**config.mk**
```make
export PLATFORM = sky130hd
export DESIGN_NAME = imuq_mul
export DESIGN_NICKNAME = d
export VERILOG_FILES = /design/src/sv/imuq_pkg.sv /design/src/sv/imuq_mul.sv
export SDC_FILE = /design/constraint.sdc
export NUM_CORES = 2
export LEC_CHECK = 0
export ABC_CLOCK_PERIOD_IN_PS = 10150
export BUFFER_PORTS_ARGS = -buffer_cell sky130_fd_sc_hd__buf_4
export CAP_MARGIN = 10
export CORE_ASPECT_RATIO = 2
export CORE_MARGIN = 2
export CORE_UTILIZATION = 65
export DETAILED_ROUTE_END_ITERATION = 8
export PLACE_DENSITY = 0.83
export SLEW_MARGIN = 20
export SYNTH_ARGS = -nofsm -noshare
export SYNTH_HDL_FRONTEND = slang
export SYNTH_SLANG_ARGS = --single-unit
```
**constraint.sdc**
```tcl
create_clock -name i_clk -period 10.15 [get_ports i_clk]
set_clock_uncertainty 0.2 [all_clocks]
set_input_delay 0.5075 -clock i_clk [delete_from_list [all_inputs] [get_ports i_clk]]
set_output_delay 0.5075 -clock i_clk [all_outputs]
set_load 0.01 [all_outputs]
```
**src/sv/imuq_pkg.sv**
```systemverilog
// ----------------------------------------------------------------------------
// imuq_pkg
// Types, constants and the micro-program of the attitude filter core.
// ----------------------------------------------------------------------------
`default_nettype none

package imuq_pkg;

    // Datapath types
    typedef logic signed [32:0] t_opnd;
    typedef logic signed [65:0] t_prod;
    typedef logic signed [47:0] t_acc;
    typedef logic signed [35:0] t_nin;
    typedef logic signed [31:0] t_q;

    localparam int STEP_W = 6;
    localparam logic [STEP_W-1:0] STEP_RATE = 6'd27;
    localparam logic [STEP_W-1:0] STEP_LAST = 6'd41;
    localparam t_q QONE = 32'sh4000_0000;
    localparam logic [31:0] PROP_GAIN_RST = 32'h0100_0000;

    // Configuration register indexes
    localparam logic CFG_PROP_GAIN  = 1'b0;
    localparam logic CFG_INTEG_GAIN = 1'b1;

    // Operand sources
    typedef enum logic [4:0] {
        SRC_ZERO, SRC_ONE, SRC_NHALF,
        SRC_QW, SRC_QX, SRC_QY, SRC_QZ,
        SRC_AH0, SRC_AH1, SRC_AH2,
        SRC_HV0, SRC_HV1, SRC_HV2,
        SRC_E0, SRC_E1, SRC_E2,
        SRC_G0, SRC_G1, SRC_G2,
        SRC_FB0, SRC_FB1, SRC_FB2,
        SRC_H0, SRC_H1, SRC_H2,
        SRC_DT, SRC_T, SRC_PG, SRC_IG
    } t_src;

    // Write-back destinations
    typedef enum logic [4:0] {
        DST_NONE,
        DST_HV0, DST_HV1, DST_HV2,
        DST_E0, DST_E1, DST_E2,
        DST_T,
        DST_FB0, DST_FB1, DST_FB2,
        DST_G0, DST_G1, DST_G2,
        DST_H0, DST_H1, DST_H2,
        DST_QN0, DST_QN1, DST_QN2, DST_QN3
    } t_dst;

    // Product scaling
    typedef enum logic [2:0] {SH_0, SH_19, SH_30, SH_32, SH_38} t_sh;

    // Execution condition on the integral gain
    typedef enum logic [1:0] {IGC_ANY, IGC_ON, IGC_OFF} t_igc;

    typedef struct packed {
        t_src a;
        t_src b;
        t_sh  sh;
        logic neg;
        logic first;
        t_src init;
        t_dst dst;
        logic sat;
        t_igc igc;
    } t_uop;

    typedef enum logic [2:0] {
        ST_IDLE, ST_ANORM, ST_EXEC, ST_QSTART, ST_QNORM, ST_DONE
    } t_state;

    typedef enum logic [2:0] {
        NS_IDLE, NS_SQR, NS_SCALE, NS_SQRT, NS_DLOAD, NS_DIV
    } t_nstate;

    typedef struct packed {
        logic done;
        logic nonzero;
    } t_norm_rsp;

    function automatic t_q sat32(input t_acc v);
        t_q r;
        if (v > 48'sd2147483647) begin
            r = 32'sh7fff_ffff;
        end else if (v < -48'sd2147483648) begin
            r = 32'sh8000_0000;
        end else begin
            r = v[31:0];
        end
        return r;
    endfunction

    function automatic t_uop mk(input t_src a, input t_src b, input t_sh sh,
                                input logic neg, input logic first, input t_src init,
                                input t_dst dst, input logic sat, input t_igc igc);
        t_uop u;
        u.a = a; u.b = b; u.sh = sh; u.neg = neg; u.first = first;
        u.init = init; u.dst = dst; u.sat = sat; u.igc = igc;
        return u;
    endfunction

    // Micro-program: each step is one multiply, scaled and added to the accumulator
    function automatic t_uop uop_rom(input logic [STEP_W-1:0] step);
        t_uop u;
        case (step)
            // estimated gravity
            6'd0:  u = mk(SRC_QX, SRC_QZ, SH_30, 1'b0, 1'b1, SRC_ZERO, DST_NONE, 1'b0, IGC_ANY);
            6'd1:  u = mk(SRC_QW, SRC_QY, SH_30, 1'b1, 1'b0, SRC_ZERO, DST_HV0, 1'b0, IGC_ANY);
            6'd2:  u = mk(SRC_QW, SRC_QX, SH_30, 1'b0, 1'b1, SRC_ZERO, DST_NONE, 1'b0, IGC_ANY);
            6'd3:  u = mk(SRC_QY, SRC_QZ, SH_30, 1'b0, 1'b0, SRC_ZERO, DST_HV1, 1'b0, IGC_ANY);
            6'd4:  u = mk(SRC_QW, SRC_QW, SH_30, 1'b0, 1'b1, SRC_NHALF, DST_NONE, 1'b0, IGC_ANY);
            6'd5:  u = mk(SRC_QZ, SRC_QZ, SH_30, 1'b0, 1'b0, SRC_ZERO, DST_HV2, 1'b0, IGC_ANY);
            // error: measured x estimated
            6'd6:  u = mk(SRC_AH1, SRC_HV2, SH_30, 1'b0, 1'b1, SRC_ZERO, DST_NONE, 1'b0, IGC_ANY);
            6'd7:  u = mk(SRC_AH2, SRC_HV1, SH_30, 1'b1, 1'b0, SRC_ZERO, DST_E0, 1'b1, IGC_ANY);
            6'd8:  u = mk(SRC_AH2, SRC_HV0, SH_30, 1'b0, 1'b1, SRC_ZERO, DST_NONE, 1'b0, IGC_ANY);
            6'd9:  u = mk(SRC_AH0, SRC_HV2, SH_30, 1'b1, 1'b0, SRC_ZERO, DST_E1, 1'b1, IGC_ANY);
            6'd10: u = mk(SRC_AH0, SRC_HV1, SH_30, 1'b0, 1'b1, SRC_ZERO, DST_NONE, 1'b0, IGC_ANY);
            6'd11: u = mk(SRC_AH1, SRC_HV0, SH_30, 1'b1, 1'b0, SRC_ZERO, DST_E2, 1'b1, IGC_ANY);
            // feedback, x axis
            6'd12: u = mk(SRC_E0, SRC_DT, SH_32, 1'b0, 1'b1, SRC_ZERO, DST_T, 1'b0, IGC_ON);
            6'd13: u = mk(SRC_IG, SRC_T, SH_38, 1'b0, 1'b1, SRC_FB0, DST_FB0, 1'b1, IGC_ON);
            6'd14: u = mk(SRC_ZERO, SRC_ONE, SH_0, 1'b0, 1'b1, SRC_ZERO, DST_FB0, 1'b0, IGC_OFF);
            6'd15: u = mk(SRC_FB0, SRC_ONE, SH_0, 1'b0, 1'b1, SRC_G0, DST_NONE, 1'b0, IGC_ANY);
            6'd16: u = mk(SRC_PG, SRC_E0, SH_38, 1'b0, 1'b0, SRC_ZERO, DST_G0, 1'b1, IGC_ANY);
            // feedback, y axis
            6'd17: u = mk(SRC_E1, SRC_DT, SH_32, 1'b0, 1'b1, SRC_ZERO, DST_T, 1'b0, IGC_ON);
            6'd18: u = mk(SRC_IG, SRC_T, SH_38, 1'b0, 1'b1, SRC_FB1, DST_FB1, 1'b1, IGC_ON);
            6'd19: u = mk(SRC_ZERO, SRC_ONE, SH_0, 1'b0, 1'b1, SRC_ZERO, DST_FB1, 1'b0, IGC_OFF);
            6'd20: u = mk(SRC_FB1, SRC_ONE, SH_0, 1'b0, 1'b1, SRC_G1, DST_NONE, 1'b0, IGC_ANY);
            6'd21: u = mk(SRC_PG, SRC_E1, SH_38, 1'b0, 1'b0, SRC_ZERO, DST_G1, 1'b1, IGC_ANY);
            // feedback, z axis
            6'd22: u = mk(SRC_E2, SRC_DT, SH_32, 1'b0, 1'b1, SRC_ZERO, DST_T, 1'b0, IGC_ON);
            6'd23: u = mk(SRC_IG, SRC_T, SH_38, 1'b0, 1'b1, SRC_FB2, DST_FB2, 1'b1, IGC_ON);
            6'd24: u = mk(SRC_ZERO, SRC_ONE, SH_0, 1'b0, 1'b1, SRC_ZERO, DST_FB2, 1'b0, IGC_OFF);
            6'd25: u = mk(SRC_FB2, SRC_ONE, SH_0, 1'b0, 1'b1, SRC_G2, DST_NONE, 1'b0, IGC_ANY);
            6'd26: u = mk(SRC_PG, SRC_E2, SH_38, 1'b0, 1'b0, SRC_ZERO, DST_G2, 1'b1, IGC_ANY);
            // half angles
            6'd27: u = mk(SRC_G0, SRC_DT, SH_19, 1'b0, 1'b1, SRC_ZERO, DST_H0, 1'b1, IGC_ANY);
            6'd28: u = mk(SRC_G1, SRC_DT, SH_19, 1'b0, 1'b1, SRC_ZERO, DST_H1, 1'b1, IGC_ANY);
            6'd29: u = mk(SRC_G2, SRC_DT, SH_19, 1'b0, 1'b1, SRC_ZERO, DST_H2, 1'b1, IGC_ANY);
            // quaternion integration
            6'd30: u = mk(SRC_QX, SRC_H0, SH_30, 1'b1, 1'b1, SRC_QW, DST_NONE, 1'b0, IGC_ANY);
            6'd31: u = mk(SRC_QY, SRC_H1, SH_30, 1'b1, 1'b0, SRC_ZERO, DST_NONE, 1'b0, IGC_ANY);
            6'd32: u = mk(SRC_QZ, SRC_H2, SH_30, 1'b1, 1'b0, SRC_ZERO, DST_QN0, 1'b0, IGC_ANY);
            6'd33: u = mk(SRC_QW, SRC_H0, SH_30, 1'b0, 1'b1, SRC_QX, DST_NONE, 1'b0, IGC_ANY);
            6'd34: u = mk(SRC_QY, SRC_H2, SH_30, 1'b0, 1'b0, SRC_ZERO, DST_NONE, 1'b0, IGC_ANY);
            6'd35: u = mk(SRC_QZ, SRC_H1, SH_30, 1'b1, 1'b0, SRC_ZERO, DST_QN1, 1'b0, IGC_ANY);
            6'd36: u = mk(SRC_QW, SRC_H1, SH_30, 1'b0, 1'b1, SRC_QY, DST_NONE, 1'b0, IGC_ANY);
            6'd37: u = mk(SRC_QX, SRC_H2, SH_30, 1'b1, 1'b0, SRC_ZERO, DST_NONE, 1'b0, IGC_ANY);
            6'd38: u = mk(SRC_QZ, SRC_H0, SH_30, 1'b0, 1'b0, SRC_ZERO, DST_QN2, 1'b0, IGC_ANY);
            6'd39: u = mk(SRC_QW, SRC_H2, SH_30, 1'b0, 1'b1, SRC_QZ, DST_NONE, 1'b0, IGC_ANY);
            6'd40: u = mk(SRC_QX, SRC_H1, SH_30, 1'b0, 1'b0, SRC_ZERO, DST_NONE, 1'b0, IGC_ANY);
            6'd41: u = mk(SRC_QY, SRC_H0, SH_30, 1'b1, 1'b0, SRC_ZERO, DST_QN3, 1'b0, IGC_ANY);
            default: u = mk(SRC_ZERO, SRC_ZERO, SH_0, 1'b0, 1'b0, SRC_ZERO, DST_NONE, 1'b0,
                            IGC_ANY);
        endcase
        return u;
    endfunction

endpackage

`default_nettype wire

```
**src/sv/imuq_mul.sv**
```systemverilog
// ----------------------------------------------------------------------------
// imuq_mul
// Shared signed 33 x 33 multiplier with a registered product.
// ----------------------------------------------------------------------------
`default_nettype none

module imuq_mul
    import imuq_pkg::*;
(
    input  logic  i_clk,
    input  logic  i_en,
    input  t_opnd i_a,
    input  t_opnd i_b,
    output t_prod o_prod
);

    t_prod r_prod;

    // Register the product when issued
    always_ff @(posedge i_clk) begin
        if (i_en) begin
            r_prod <= 66'(i_a) * 66'(i_b);
        end
    end

    assign o_prod = r_prod;

endmodule

`default_nettype wire

```
After elaboration in Yosys (flattened, before gate mapping)
Index checks and enable logic that the tools add are counted.
- register bits after elaboration: 66
- input port bits: 68
- output and inout port bits: 66
- logic and storage cells: 2
- multiply operators: 1
- operators with widths (kind ; count):
    $mul 33x33->66 ; 1

Depth between registers and ports, before layout
- depth in word-level cells: 1
- mapped depth: 27
- depth with buffers taken out: 26

Worst setup path after synthesis
OpenSTA, ideal clock, no wires.
- kind: input-to-reg
- start: input port i_a[32]
- end: register r_prod[62], in the netlist o_prod[62], data pin
- setup time: 0.269 ns
- arrival: 7.604 ns
- path slack: 2.077 ns
- cell stages on the path: 23
- buffers on the path: 2
- cells stage by stage: clkbuf_1 > nand2_1 > inv_1 > fa_1 > fa_1 > fa_1 > fa_1 > fa_1 > fa_1 > fa_1 > inv_1 > fa_1 > inv_1 > ha_1 > clkbuf_1 > and3_1 > nand3_1 > nand2b_1 > a2111oi_4 > a211oi_4 > a21o_2 > a211oi_2 > a211oi_2
- cells in the longest elaborated chain, start to end: 1
- RTL lines (element ; RTL line ; RTL):
    start: declaration ; imuq_mul.sv:12 ; input t_opnd i_a,
    $mul 33x33->66 ; imuq_mul.sv:22 ; r_prod <= 66'(i_a) * 66'(i_b);
    end signal: assignment ; imuq_mul.sv:22 ;
    end: declaration ; imuq_mul.sv:17 ; t_prod r_prod;
Every way passes these cells.
A chain may end at the register's enable or synchronous reset.

Worst setup path in the final report
- start: input port i_b[9]
- end: register r_prod[64], in the netlist o_prod[64], data pin
- cells in the longest elaborated chain, start to end: 1
- RTL lines (element ; RTL line ; RTL):
    start: declaration ; imuq_mul.sv:13 ; input t_opnd i_b,
    $mul 33x33->66 ; imuq_mul.sv:22 ;
Every way passes these cells.

==> flow_metrics.tcl <==
set metrics [dict create \
    slew_viol_final 0 \
    finalWorstSetupSlack_ns 1.58 \
    place_area_um2 42500 \
    synth_seq_cells 66 \
    nFillCells 4799 \
    fin_area_um2 42900 \
    synth_top_area_frac 0.554 \
    cts_made_buffers 9 \
    synth_top_family_by_area "adder cells" \
    start_util 0.658 \
    synthDistinctLibCells 80 \
    synthCells 4338 \
    dp_hpwl_um 101000 \
    grt_usage 0.421 \
    die_height_um 361 \
    routed_via_density 6.14 \
    cts_resized 0 \
    syn2layout_area_growth_pct 3.52 \
    drc 0 \
    cpMaxStageDelayCell "fa_1" \
    finalSetupViolCount 0 \
    io_pins 134 \
    cts_tree "yes" \
    hp-start "i_b[0]" \
    critPathMaxFanout 33 \
    ant_nets 0 \
    synth_compound_area_frac 0.0400 \
    die_w_um 182 \
    critical-path-top-delay-family "adder cells" \
    multi_input_area_um2 34300 \
    synth_top_area_cell "fa_1" \
    hold_violations 0 \
    cts_buffer_depth 2 \
    synth_xor_xnor_area_share 0.0144 \
    start_kind "input port" \
    tns_ns 0 \
    grt_setup_unrepaired "no" \
    slew_headroom 0.332 \
    hold_ws_ns 0.564 \
    drt-met1-wl_um 33300 \
    die-area_um2 65800 \
    io_buffers 133 \
    syn_area_per_cell_um2 9.54 \
    synth_area_leaders "fa_1, inv_1, and2_1, ha_1, nand2_1" \
    grt_max_degree 67 \
    drv_cap 0 \
    core-area_um2 62900 \
    cp_num_buf_inv 4 \
    worst_pin_slew_ns 1.00 \
    firstDrtPassIters 7 \
    grt_pass1_wl_um 201000 \
    wl_met2_um 65000 \
    top_layer "met5" \
    drtIter0Drc 2546 \
    finalCriticalPeriod_ns 8.57 \
    fin_nets 5692 \
    crit_path_end_kind "register" \
    synth_ff_type "edfxtp_1" \
    antenna_found_initial 7 \
    yosysMostFrequentCell "fa_1" \
    timing.fmax_mhz 117 \
    crit_top_cell "fa_1" \
    drive_gt1_frac 0.0441 \
    root_buffer "clkbuf_16" \
    async_flop_share 0 \
    cp_data_required_time_ns 10.11 \
    crit_path_max_incr_delay_ns 0.91 \
    wl_um 129000 \
    synthSimpleGateAreaFrac 0.155 \
    synth_edf_count 66 \
    cts_hold_buf 0 \
    ys_warn_count 0 \
    cp_data_arrival_time_ns 8.53 \
    register_area_um2 1980 \
    syn_nets 5768 \
    synth_mux_area_frac 0 \
    wl_per_cell_um 25.4 \
    gp_congestion 0.999 \
    vias 31100 \
    clock-sinks 66 \
    grt_remaining_overflow 0 \
    yosys.area_share.adder 0.619 \
    ys_seq_area_frac 0.0479 \
    synth_common_cells "fa_1, inv_1, and2_1" \
    clkTransAtPathRegs_ns 0.06 \
    cts_setup_buffers 0 \
    synth.cell_area_um2 41400 \
    status "complete, no violations" \
    grt_pass1_vias 35200 \
    path_class "input port to register" \
    worstHoldPathCells 2 \
    post-place-ws_ns 1.45 \
    largest_register_ffs 66 \
    min_path_type "input port to register" \
    htree_levels 3 \
    finalCritPeriodShare 0.844 \
    num_rows 130 \
    hold-path-endpoint "o_prod[0]$_DFFE_PP_" \
    cp_cell_sequence "buf_4 > nand2_1 > fa_1 > fa_1 > fa_1 > inv_1 > fa_1 > fa_1 > fa_1 > fa_1 > inv_1 > fa_1 > inv_1 > ha_1 > nand3_1 > nor2_1 > nand2_1 > nor3_1 > o311ai_4 > nand3_2 > a211oi_1 > a311oi_1" \
    route.met3.wl_um 10800 \
]
==> metrics by stage <==
stage	instances	util
6_report	5064	0.681
5_1_grt	5060	0.681
4_1_cts	5059	0.680
3_5_place_dp	5043	0.676
3_3_place_gp	5043	0.676
2_1_floorplan	4338	-
==> metal layers <==
layer  vias to the layer above  global-route usage
li1                      12200                   -
met1                     15800               0.392
met2                      1955               0.704
met3                      1023               0.113
met4                         2               0.454
met5                         -             0.00226
==> cells in the final DEF (no fill, tap or decap), drive strengths merged, types with 3 or more instances in the layout <==
cell	n
a21o	38
a211o	6
a21oi	61
and3	6
a211oi	11
nand4	12
clkbuf	9
and4	5
and2	563
o21ai	33
edfxtp	66
clkinv	4
nor2b	5
xnor2	43
xor2	25
a21boi	3
diode	5
nand2b	12
nor4	3
buf	134
a221oi	3
inv	1132
nor2	68
nand2	551
fa	1145
or3	3
or2	3
a31oi	9
o31ai	7
o21bai	11
nand3	26
nor3	7
ha	217
o211ai	5
o21a	6
==> how the worst max path moves through the flow <==
stage / to / depth (start not counted) / startpoint
finish: o_prod[64]$_DFFE_PP_ / 22 / i_b[9]
detailed placement: o_prod[58]$_DFFE_PP_ / 22 / i_a[32]
floorplan: o_prod[62]$_DFFE_PP_ / 23 / i_a[32]
CTS: o_prod[62]$_DFFE_PP_ / 22 / i_a[32]
global placement: o_prod[62]$_DFFE_PP_ / 22 / i_a[32]
global route: o_prod[64]$_DFFE_PP_ / 22 / i_b[9]
==> layout make-up <==
cell class / instances / share of cell area
antenna: 5 / 0.000292
timing repair buffer: 134 / 0.0235
clock buffer: 9 / 0.00526
multi-input combinational: 2920 / 0.801
sequential: 66 / 0.0462
tap: 792 / 0.0231
clock inverter: 7 / 0.00161
inverter: 1131 / 0.0991
==> cells by family (layout without fill, tap and decap cells) <==
family / count (synthesis) / count (layout)
compound gates: 219 / 219
xor+xnor: 68 / 68
fa+ha+maj: 1362 / 1362
buf+inv: 1352 / 1281
flops: 66 / 66
other cells: 0 / 5
simple gates: 1271 / 1271
Power is left out: the tool's default activity adds up to more than one toggle a clock period on the data nets, which glitch-free logic cannot reach.
