===== config.mk =====
export PLATFORM = sky130hd
export DESIGN_NAME = imuq_norm
export DESIGN_NICKNAME = d
export VERILOG_FILES = /design/src/sv/imuq_pkg.sv /design/src/sv/imuq_norm.sv
export SDC_FILE = /design/constraint.sdc
export NUM_CORES = 2
export LEC_CHECK = 0
export BUFFER_PORTS_ARGS = -buffer_cell sky130_fd_sc_hd__clkbuf_2
export CELL_PAD_IN_SITES_DETAIL_PLACEMENT = 1
export CELL_PAD_IN_SITES_GLOBAL_PLACEMENT = 2
export CORE_MARGIN = 1.5
export CORE_UTILIZATION = 45
export DETAILED_ROUTE_END_ITERATION = 8
export PLACE_DENSITY = 0.9
export SLEW_MARGIN = 0
export SYNTH_ARGS = -nofsm -noshare
export SYNTH_HDL_FRONTEND = slang
export SYNTH_SLANG_ARGS = --single-unit

===== constraint.sdc =====
create_clock -name i_clk -period 49.8 [get_ports i_clk]
set_clock_uncertainty 0.1 [all_clocks]
set_input_delay 7.47 -clock i_clk [delete_from_list [all_inputs] [get_ports i_clk]]
set_output_delay 7.47 -clock i_clk [all_outputs]
set_load 0.005 [all_outputs]

===== src/sv/imuq_pkg.sv =====
// ----------------------------------------------------------------------------
// imuq_pkg
// Types, constants and the micro-program of the attitude filter core.
// ----------------------------------------------------------------------------
`default_nettype none

package imuq_pkg;

    // Datapath types
    typedef logic signed [32:0] t_opnd;
    typedef logic signed [65:0] t_prod;
    typedef logic signed [47:0] t_acc;
    typedef logic signed [35:0] t_nin;
    typedef logic signed [31:0] t_q;

    localparam int STEP_W = 6;
    localparam logic [STEP_W-1:0] STEP_RATE = 6'd27;
    localparam logic [STEP_W-1:0] STEP_LAST = 6'd41;
    localparam t_q QONE = 32'sh4000_0000;
    localparam logic [31:0] PROP_GAIN_RST = 32'h0100_0000;

    // Configuration register indexes
    localparam logic CFG_PROP_GAIN  = 1'b0;
    localparam logic CFG_INTEG_GAIN = 1'b1;

    // Operand sources
    typedef enum logic [4:0] {
        SRC_ZERO, SRC_ONE, SRC_NHALF,
        SRC_QW, SRC_QX, SRC_QY, SRC_QZ,
        SRC_AH0, SRC_AH1, SRC_AH2,
        SRC_HV0, SRC_HV1, SRC_HV2,
        SRC_E0, SRC_E1, SRC_E2,
        SRC_G0, SRC_G1, SRC_G2,
        SRC_FB0, SRC_FB1, SRC_FB2,
        SRC_H0, SRC_H1, SRC_H2,
        SRC_DT, SRC_T, SRC_PG, SRC_IG
    } t_src;

    // Write-back destinations
    typedef enum logic [4:0] {
        DST_NONE,
        DST_HV0, DST_HV1, DST_HV2,
        DST_E0, DST_E1, DST_E2,
        DST_T,
        DST_FB0, DST_FB1, DST_FB2,
        DST_G0, DST_G1, DST_G2,
        DST_H0, DST_H1, DST_H2,
        DST_QN0, DST_QN1, DST_QN2, DST_QN3
    } t_dst;

    // Product scaling
    typedef enum logic [2:0] {SH_0, SH_19, SH_30, SH_32, SH_38} t_sh;

    // Execution condition on the integral gain
    typedef enum logic [1:0] {IGC_ANY, IGC_ON, IGC_OFF} t_igc;

    typedef struct packed {
        t_src a;
        t_src b;
        t_sh  sh;
        logic neg;
        logic first;
        t_src init;
        t_dst dst;
        logic sat;
        t_igc igc;
    } t_uop;

    typedef enum logic [2:0] {
        ST_IDLE, ST_ANORM, ST_EXEC, ST_QSTART, ST_QNORM, ST_DONE
    } t_state;

    typedef enum logic [2:0] {
        NS_IDLE, NS_SQR, NS_SCALE, NS_SQRT, NS_DLOAD, NS_DIV
    } t_nstate;

    typedef struct packed {
        logic done;
        logic nonzero;
    } t_norm_rsp;

    function automatic t_q sat32(input t_acc v);
        t_q r;
        if (v > 48'sd2147483647) begin
            r = 32'sh7fff_ffff;
        end else if (v < -48'sd2147483648) begin
            r = 32'sh8000_0000;
        end else begin
            r = v[31:0];
        end
        return r;
    endfunction

    function automatic t_uop mk(input t_src a, input t_src b, input t_sh sh,
                                input logic neg, input logic first, input t_src init,
                                input t_dst dst, input logic sat, input t_igc igc);
        t_uop u;
        u.a = a; u.b = b; u.sh = sh; u.neg = neg; u.first = first;
        u.init = init; u.dst = dst; u.sat = sat; u.igc = igc;
        return u;
    endfunction

    // Micro-program: each step is one multiply, scaled and added to the accumulator
    function automatic t_uop uop_rom(input logic [STEP_W-1:0] step);
        t_uop u;
        case (step)
            // estimated gravity
            6'd0:  u = mk(SRC_QX, SRC_QZ, SH_30, 1'b0, 1'b1, SRC_ZERO, DST_NONE, 1'b0, IGC_ANY);
            6'd1:  u = mk(SRC_QW, SRC_QY, SH_30, 1'b1, 1'b0, SRC_ZERO, DST_HV0, 1'b0, IGC_ANY);
            6'd2:  u = mk(SRC_QW, SRC_QX, SH_30, 1'b0, 1'b1, SRC_ZERO, DST_NONE, 1'b0, IGC_ANY);
            6'd3:  u = mk(SRC_QY, SRC_QZ, SH_30, 1'b0, 1'b0, SRC_ZERO, DST_HV1, 1'b0, IGC_ANY);
            6'd4:  u = mk(SRC_QW, SRC_QW, SH_30, 1'b0, 1'b1, SRC_NHALF, DST_NONE, 1'b0, IGC_ANY);
            6'd5:  u = mk(SRC_QZ, SRC_QZ, SH_30, 1'b0, 1'b0, SRC_ZERO, DST_HV2, 1'b0, IGC_ANY);
            // error: measured x estimated
            6'd6:  u = mk(SRC_AH1, SRC_HV2, SH_30, 1'b0, 1'b1, SRC_ZERO, DST_NONE, 1'b0, IGC_ANY);
            6'd7:  u = mk(SRC_AH2, SRC_HV1, SH_30, 1'b1, 1'b0, SRC_ZERO, DST_E0, 1'b1, IGC_ANY);
            6'd8:  u = mk(SRC_AH2, SRC_HV0, SH_30, 1'b0, 1'b1, SRC_ZERO, DST_NONE, 1'b0, IGC_ANY);
            6'd9:  u = mk(SRC_AH0, SRC_HV2, SH_30, 1'b1, 1'b0, SRC_ZERO, DST_E1, 1'b1, IGC_ANY);
            6'd10: u = mk(SRC_AH0, SRC_HV1, SH_30, 1'b0, 1'b1, SRC_ZERO, DST_NONE, 1'b0, IGC_ANY);
            6'd11: u = mk(SRC_AH1, SRC_HV0, SH_30, 1'b1, 1'b0, SRC_ZERO, DST_E2, 1'b1, IGC_ANY);
            // feedback, x axis
            6'd12: u = mk(SRC_E0, SRC_DT, SH_32, 1'b0, 1'b1, SRC_ZERO, DST_T, 1'b0, IGC_ON);
            6'd13: u = mk(SRC_IG, SRC_T, SH_38, 1'b0, 1'b1, SRC_FB0, DST_FB0, 1'b1, IGC_ON);
            6'd14: u = mk(SRC_ZERO, SRC_ONE, SH_0, 1'b0, 1'b1, SRC_ZERO, DST_FB0, 1'b0, IGC_OFF);
            6'd15: u = mk(SRC_FB0, SRC_ONE, SH_0, 1'b0, 1'b1, SRC_G0, DST_NONE, 1'b0, IGC_ANY);
            6'd16: u = mk(SRC_PG, SRC_E0, SH_38, 1'b0, 1'b0, SRC_ZERO, DST_G0, 1'b1, IGC_ANY);
            // feedback, y axis
            6'd17: u = mk(SRC_E1, SRC_DT, SH_32, 1'b0, 1'b1, SRC_ZERO, DST_T, 1'b0, IGC_ON);
            6'd18: u = mk(SRC_IG, SRC_T, SH_38, 1'b0, 1'b1, SRC_FB1, DST_FB1, 1'b1, IGC_ON);
            6'd19: u = mk(SRC_ZERO, SRC_ONE, SH_0, 1'b0, 1'b1, SRC_ZERO, DST_FB1, 1'b0, IGC_OFF);
            6'd20: u = mk(SRC_FB1, SRC_ONE, SH_0, 1'b0, 1'b1, SRC_G1, DST_NONE, 1'b0, IGC_ANY);
            6'd21: u = mk(SRC_PG, SRC_E1, SH_38, 1'b0, 1'b0, SRC_ZERO, DST_G1, 1'b1, IGC_ANY);
            // feedback, z axis
            6'd22: u = mk(SRC_E2, SRC_DT, SH_32, 1'b0, 1'b1, SRC_ZERO, DST_T, 1'b0, IGC_ON);
            6'd23: u = mk(SRC_IG, SRC_T, SH_38, 1'b0, 1'b1, SRC_FB2, DST_FB2, 1'b1, IGC_ON);
            6'd24: u = mk(SRC_ZERO, SRC_ONE, SH_0, 1'b0, 1'b1, SRC_ZERO, DST_FB2, 1'b0, IGC_OFF);
            6'd25: u = mk(SRC_FB2, SRC_ONE, SH_0, 1'b0, 1'b1, SRC_G2, DST_NONE, 1'b0, IGC_ANY);
            6'd26: u = mk(SRC_PG, SRC_E2, SH_38, 1'b0, 1'b0, SRC_ZERO, DST_G2, 1'b1, IGC_ANY);
            // half angles
            6'd27: u = mk(SRC_G0, SRC_DT, SH_19, 1'b0, 1'b1, SRC_ZERO, DST_H0, 1'b1, IGC_ANY);
            6'd28: u = mk(SRC_G1, SRC_DT, SH_19, 1'b0, 1'b1, SRC_ZERO, DST_H1, 1'b1, IGC_ANY);
            6'd29: u = mk(SRC_G2, SRC_DT, SH_19, 1'b0, 1'b1, SRC_ZERO, DST_H2, 1'b1, IGC_ANY);
            // quaternion integration
            6'd30: u = mk(SRC_QX, SRC_H0, SH_30, 1'b1, 1'b1, SRC_QW, DST_NONE, 1'b0, IGC_ANY);
            6'd31: u = mk(SRC_QY, SRC_H1, SH_30, 1'b1, 1'b0, SRC_ZERO, DST_NONE, 1'b0, IGC_ANY);
            6'd32: u = mk(SRC_QZ, SRC_H2, SH_30, 1'b1, 1'b0, SRC_ZERO, DST_QN0, 1'b0, IGC_ANY);
            6'd33: u = mk(SRC_QW, SRC_H0, SH_30, 1'b0, 1'b1, SRC_QX, DST_NONE, 1'b0, IGC_ANY);
            6'd34: u = mk(SRC_QY, SRC_H2, SH_30, 1'b0, 1'b0, SRC_ZERO, DST_NONE, 1'b0, IGC_ANY);
            6'd35: u = mk(SRC_QZ, SRC_H1, SH_30, 1'b1, 1'b0, SRC_ZERO, DST_QN1, 1'b0, IGC_ANY);
            6'd36: u = mk(SRC_QW, SRC_H1, SH_30, 1'b0, 1'b1, SRC_QY, DST_NONE, 1'b0, IGC_ANY);
            6'd37: u = mk(SRC_QX, SRC_H2, SH_30, 1'b1, 1'b0, SRC_ZERO, DST_NONE, 1'b0, IGC_ANY);
            6'd38: u = mk(SRC_QZ, SRC_H0, SH_30, 1'b0, 1'b0, SRC_ZERO, DST_QN2, 1'b0, IGC_ANY);
            6'd39: u = mk(SRC_QW, SRC_H2, SH_30, 1'b0, 1'b1, SRC_QZ, DST_NONE, 1'b0, IGC_ANY);
            6'd40: u = mk(SRC_QX, SRC_H1, SH_30, 1'b0, 1'b0, SRC_ZERO, DST_NONE, 1'b0, IGC_ANY);
            6'd41: u = mk(SRC_QY, SRC_H0, SH_30, 1'b1, 1'b0, SRC_ZERO, DST_QN3, 1'b0, IGC_ANY);
            default: u = mk(SRC_ZERO, SRC_ZERO, SH_0, 1'b0, 1'b0, SRC_ZERO, DST_NONE, 1'b0,
                            IGC_ANY);
        endcase
        return u;
    endfunction

endpackage

`default_nettype wire


===== src/sv/imuq_norm.sv =====
// ----------------------------------------------------------------------------
// imuq_norm
// Iterative vector normaliser: sum of squares, square root and division,
// one step per cycle, giving each component in Q2.30.
// ----------------------------------------------------------------------------
`default_nettype none

module imuq_norm
    import imuq_pkg::*;
(
    input  logic      i_clk,
    input  logic      i_rst_n,
    input  logic      i_start,
    input  t_nin      i_vec [4],
    output t_norm_rsp o_rsp,
    output t_q        o_vec [4]
);

    t_nstate     r_state, n_state;
    logic        r_neg [4];
    logic [30:0] r_m [4];
    logic [63:0] r_sum;
    logic [4:0]  r_k;
    logic [1:0]  r_idx;
    logic [4:0]  r_cnt;
    logic [63:0] r_x;
    logic [63:0] r_res;
    logic [63:0] r_bit;
    logic [31:0] r_rem;
    logic [30:0] r_num;
    logic [30:0] r_quo;
    t_q          r_out [4];
    logic        r_done;
    logic        r_nz;

    logic [35:0] mag [4];
    logic [35:0] mor;
    logic [2:0]  shv;
    logic [61:0] sq;
    logic [63:0] trial;
    logic        sq_ge;
    logic [62:0] mk_w;
    logic [32:0] rem2;
    logic        dv_ge;

    // Magnitudes and the right shift that brings them below 2^31
    always_comb begin
        mor = '0;
        for (int i = 0; i < 4; i++) begin
            mag[i] = i_vec[i][35] ? 36'(-i_vec[i]) : 36'(i_vec[i]);
            mor    = mor | mag[i];
        end
        shv = 3'd5;
        for (int j = 5; j >= 0; j--) begin
            if ((mor >> j) < 36'd2147483648) begin
                shv = 3'(j);
            end
        end
    end

    // Square, root trial and division trial
    always_comb begin
        sq    = {31'b0, r_m[r_idx]} * {31'b0, r_m[r_idx]};
        trial = r_res + r_bit;
        sq_ge = (r_x >= trial);
        mk_w  = {32'b0, r_m[r_idx]} << r_k;
        rem2  = {r_rem, r_num[30]};
        dv_ge = (rem2 >= {1'b0, r_res[31:0]});
    end

    // Next state
    always_comb begin
        n_state = r_state;
        unique case (r_state)
            NS_IDLE:  if (i_start) n_state = NS_SQR;
            NS_SQR:   if (r_idx == 2'd3) n_state = NS_SCALE;
            NS_SCALE: begin
                if (r_sum == '0) begin
                    n_state = NS_IDLE;
                end else if (r_sum[63:62] != 2'b00) begin
                    n_state = NS_SQRT;
                end
            end
            NS_SQRT:  if (r_cnt == 5'd31) n_state = NS_DLOAD;
            NS_DLOAD: n_state = NS_DIV;
            NS_DIV: begin
                if (r_cnt == 5'd30) begin
                    n_state = (r_idx == 2'd3) ? NS_IDLE : NS_DLOAD;
                end
            end
            default:  n_state = NS_IDLE;
        endcase
    end

    // State and done flag
    always_ff @(posedge i_clk) begin
        if (!i_rst_n) begin
            r_state <= NS_IDLE;
            r_done  <= 1'b0;
        end else begin
            r_state <= n_state;
            r_done  <= ((r_state == NS_SCALE) && (r_sum == '0)) ||
                       ((r_state == NS_DIV) && (r_cnt == 5'd30) && (r_idx == 2'd3));
        end
    end

    // Datapath
    always_ff @(posedge i_clk) begin
        case (r_state)
            NS_IDLE: begin
                if (i_start) begin
                    for (int i = 0; i < 4; i++) begin
                        r_neg[i] <= i_vec[i][35];
                        r_m[i]   <= 31'(mag[i] >> shv);
                    end
                    r_sum <= '0;
                    r_k   <= '0;
                    r_idx <= '0;
                end
            end
            NS_SQR: begin
                r_sum <= r_sum + {2'b00, sq};
                r_idx <= r_idx + 2'd1;
            end
            NS_SCALE: begin
                if (r_sum == '0) begin
                    r_nz <= 1'b0;
                end else if (r_sum[63:62] == 2'b00) begin
                    r_sum <= r_sum << 2;
                    r_k   <= r_k + 5'd1;
                end else begin
                    r_x   <= r_sum;
                    r_res <= '0;
                    r_bit <= 64'h4000_0000_0000_0000;
                    r_cnt <= '0;
                    r_nz  <= 1'b1;
                end
            end
            NS_SQRT: begin
                if (sq_ge) begin
                    r_x   <= r_x - trial;
                    r_res <= (r_res >> 1) + r_bit;
                end else begin
                    r_res <= r_res >> 1;
                end
                r_bit <= r_bit >> 2;
                r_cnt <= r_cnt + 5'd1;
            end
            NS_DLOAD: begin
                // numerator is m << (k + 30); the top part below the root is m << k >> 1
                r_rem <= {1'b0, mk_w[31:1]};
                r_num <= {mk_w[0], 30'b0};
                r_quo <= '0;
                r_cnt <= '0;
            end
            NS_DIV: begin
                r_rem <= dv_ge ? 32'(rem2 - {1'b0, r_res[31:0]}) : rem2[31:0];
                r_num <= r_num << 1;
                r_quo <= {r_quo[29:0], dv_ge};
                r_cnt <= r_cnt + 5'd1;
                if (r_cnt == 5'd30) begin
                    r_out[r_idx] <= r_neg[r_idx] ? -$signed({1'b0, r_quo[29:0], dv_ge})
                                                 : $signed({1'b0, r_quo[29:0], dv_ge});
                    r_idx <= r_idx + 2'd1;
                end
            end
            default: ;
        endcase
    end

    assign o_rsp.done    = r_done;
    assign o_rsp.nonzero = r_nz;
    assign o_vec         = r_out;

endmodule

`default_nettype wire

== Yosys cells after proc, flatten, opt, wreduce, memory -nomap -nowiden ==
Memories as Yosys holds them, arrays and structs flattened. A register that Yosys moved wholly into a read port is not among the register bits.
Index checks and enable logic that the tools add are counted.
Word-level totals
  flip-flop bits (word level): 494
  memories: 2
  RAM bits: 128
  input port bits: 147
  logic and storage cells: 150
Memory list
  r_m: words 4, width 31, read ports 1, clocked after Yosys merged registers in 1, wr ports 4, line imuq_norm.sv:21  | logic [30:0] r_m [4];
  r_neg: words 4, width 1, read ports 1, clocked after Yosys merged registers in 1, wr ports 4, line imuq_norm.sv:20  | logic r_neg [4];
Cells by class
  bitwise gates (word level): 4
  multiply operators: 1
  $lt $le $gt $ge: 9
  equal/unequal tests: 18
  $add $sub $neg: 13
  shift-type cells: 5
  muxes and demuxes: 56
  reductions and logical operators: 25
Operator list (number)
  $mux 64: 11
  $pmux 64 s2: 3
  $pmux 64 s3: 1
  $mux 36: 4
  $neg 36->36: 4
  $shr 36x3->31: 4
  $bwmux 128: 1
  $or 36x36->36: 3
  $mux 32: 3
  $add 63x64->64: 1
  $add 64x62->64: 1
  $add 64x64->64: 1
  $demux 32 s2: 1
  $ge 64x64->1: 1
  $logic_not 64->1: 1
  $pmux 32 s2: 1
  $sub 64x64->64: 1
  $mul 31x31->62: 1
  $pmux 31 s2: 1
  $pmux 30 s2: 1
  $lt 36x32->1 const B: 1
  $lt 35x32->1 const B: 1
  $lt 34x32->1 const B: 1
  $ge 33x32->1: 1
  37 further kinds: 82

== Longest topological paths before layout ==
  word-level depth: 12
  gate-level depth with buffers: 37
  mapped depth without buffers: 33

== Worst setup path after synthesis ==
No wires, ideal clock.
  path type: in2reg
  from: in i_start
  to: mem r_m[0][0] (enable)
  data required time: 48.727 ns
  buffers on the path: 0
  stages: 1
  setup slack: 28.407 ns
  arrival time: 20.320 ns
  cell sequence: nor4b_1
RTL lines
  start, declared: line imuq_norm.sv:13  | input logic i_start,
  end, declared: line imuq_norm.sv:21

==> flow_metrics.py <==
metrics = {
    "yosys": {
        "synthCells": 7123,
        "async_reset_ff_share_pct": 0,
        "yosysUniqueCellTypes": 94,
        "yosysWarningCount": 0,
        "synth.ff_latch_count": 562,
        "synth.avg_cell_area_um2": 9.50,
        "syn-num-nets": 8506,
        "syn_area_um2": 67700,
        "synth.area.top_cells": "edfxtp_1 25%, fa_1 24%, ha_1 7.9%, nand2_1 4.9%, inv_1 4.5%",
        "synth_flop_cell": "edfxtp_1",
        "ys_seq_area_share_pct": 24.8,
        "synth_top_cell_by_area": "edfxtp_1",
        "synth_edf_count": 556,
        "synth_top_area_share_pct": 24.7,
    },
    "cts": {
        "root_buffer": "clkbuf_16",
        "clockBufferDepth": 3,
        "post_cts_buffers": 0,
        "clk_pin_slew_ps": 60,
        "htreeDepth": 3,
        "post_cts_resized": 0,
        "holdBufCountCts": 0,
        "cts_buffers": 71,
        "clk_latency_ps": 680,
        "cts.sinks": 562,
        "tritoncts": "done",
    },
    "sta": {
        "final_hold_viol_count": 0,
        "layout_setup_ws_ps": 37220,
        "tns_ps": 0,
        "post-route-period-util_pct": 25.3,
        "rsz0062_at_grt": "no",
        "whs_ps": 510,
        "slew_viol_final": 0,
        "max_freq_mhz": 79.5,
        "period_minus_slack_ps": 12580,
        "max-slew-margin-rel_pct": 25.1,
        "tightest_slew_ps": 1120,
        "setup_viol": 0,
    },
    "critical_path": {
        "rr_worst_depth": 29,
        "critPathCaptureType": "flop",
        "critPathRequiredTime_ps": 50190,
        "worst_ep_arrival_time_ps": 12980,
        "r2r_slack_ps": 38180,
        "start_kind": "input pin",
        "path_class": "in -> reg",
        "cp_max_fo": 47,
    },
    "global_routing": {
        "grt-busiest-layer": "met2",
        "antenna_found_initial": 10,
        "grt_pass1_wl_um": 353000,
        "grt_usage_pct": 30.1,
        "use_met1_pct": 38.7,
        "grt_overflow": 0,
        "grt_pass1_vias": 59128,
        "grtUsageMet2_pct": 50.9,
        "grt_max_degree": 93,
        "use_met3_pct": 5.22,
    },
    "die": {
        "die_x_um": 391,
        "core_area_um2": 150000,
        "rows": 142,
        "die_y_um": 391,
        "start_util_pct": 45.3,
        "pin_count": 277,
        "die-area_um2": 153000,
    },
    "flow_run": {
        "drv_cap": 0,
    },
    "route": {
        "firstDrtPassIters": 5,
        "wl_per_cell_um": 24.8,
        "wirelength_um": 230000,
        "vias": 55040,
        "dr.first_iter.drc_count": 4242,
        "ant_nets": 0,
        "viasPerCell": 5.93,
        "drc_errors": 0,
    },
    "final_layout": {
        "most-common-layout-cells": "888 x nand2_1, 817 x inv_1, 811 x fa_1",
        "fin_nets": 8583,
        "fill_cells": 17055,
        "layout.cells.most_common": "nand2_1",
        "area_growth_pct": 8.29,
        "fin_util_pct": 49.0,
        "n_antenna_cell": 0,
        "layout-drive-gt1-share_pct": 8.86,
    },
    "place": {
        "place.gp.congestion": 0.959,
        "dpl_worst_slack_ps": 36650,
        "port_buffers": 276,
        "place_hpwl_um": 178000,
    },
    "hold_path": {
        "holdPathStages": 2,
        "holdCritPathClass": "reg -> reg",
    },
    "status": {
        "status": "finished, final reports clean",
    },
}
-- worst max-delay path, cell delays in order --
cell,delay [ps]
clkbuf_2,120
nor4_1,820
nand4b_1,500
or3_4,540
o31ai_4,230
xnor2_1,170
or4b_1,720
o21ai_4,210
buf_4,570
buf_4,620
mux2_2,400
o211ai_1,280
nor2_1,70
a31oi_1,190
-- sequential cells by signal (all words and copies together) (netlist names), 2 cells and up, named ones only --
signal   count
r_neg        4
r_m        124
r_sum       64
r_x         64
r_state      3
r_cnt        5
r_bit       32
r_rem       32
o_vec      128
r_k          5
r_idx        2
r_quo       30
r_res       64
-- cells in the mapped netlist, types with 59 or more instances --
| cell | n |
|---|---|
| xor2_1 | 250 |
| nor2_1 | 527 |
| o21ai_0 | 346 |
| mux2_2 | 65 |
| and2_1 | 71 |
| edfxtp_1 | 556 |
| ha_1 | 425 |
| nand4_1 | 59 |
| mux2i_1 | 172 |
| inv_1 | 819 |
| a31oi_1 | 130 |
| and3_1 | 96 |
| nand2_1 | 889 |
| clkbuf_1 | 290 |
| xnor2_1 | 173 |
| o31ai_1 | 61 |
| a211oi_1 | 62 |
| fa_1 | 811 |
| nand3_1 | 84 |
| a21oi_1 | 296 |
| a21o_1 | 118 |
-- stage by stage --
step	instance area [µm²]	cells
global route	73300	9274
detailed placement	70900	9143
CTS	73300	9274
floorplan	67700	7123
finish	73300	9274
global placement	70900	9143
-- final timing paths --
check                            from                       to
setup / recovery            i_vec[43]     r_m[2][17]$_DFFE_PP_
setup reg to reg                 flop  r_sum[57]$_SDFFCE_PP0P_
hold reg to reg   r_rem[30]$_DFFE_PP_  r_rem[31]$_SDFFCE_PN0P_
hold / removal    r_rem[30]$_DFFE_PP_  r_rem[31]$_SDFFCE_PN0P_
-- final cells by class --
cell class / count / area [µm²] / area share, %
multi-input combinational: 5372 / 46400 / 63.3
sequential: 562 / 16800 / 22.9
inverter: 827 / 3110 / 4.24
tap: 2016 / 2520 / 3.44
timing repair buffer: 366 / 2060 / 2.81
clock buffer: 82 / 1850 / 2.52
clock inverter: 49 / 574 / 0.783
-- cell families after synthesis --
| family | count (synthesis) | synth area share [%] |
|---|---|---|
| flops | 562 | 24.8 |
| simple gates | 2029 | 13.5 |
| fa+ha+maj | 1237 | 31.8 |
| buf+inv | 1189 | 6.81 |
| mux | 256 | 4.17 |
| xor+xnor | 423 | 5.47 |
| compound gates | 1427 | 13.4 |
-- routing by layer --
| layer | up-vias | wire [µm] |
|---|---|---|
| li1 | 24482 | - |
| met1 | 28350 | 93600 |
| met2 | 1716 | 112000 |
| met3 | 484 | 15300 |
| met4 | 8 | 8900 |
| met5 | - | 48 |
Power is left out: the tool's default activity adds up to more than one toggle a clock period on the data nets, which glitch-free logic cannot reach.
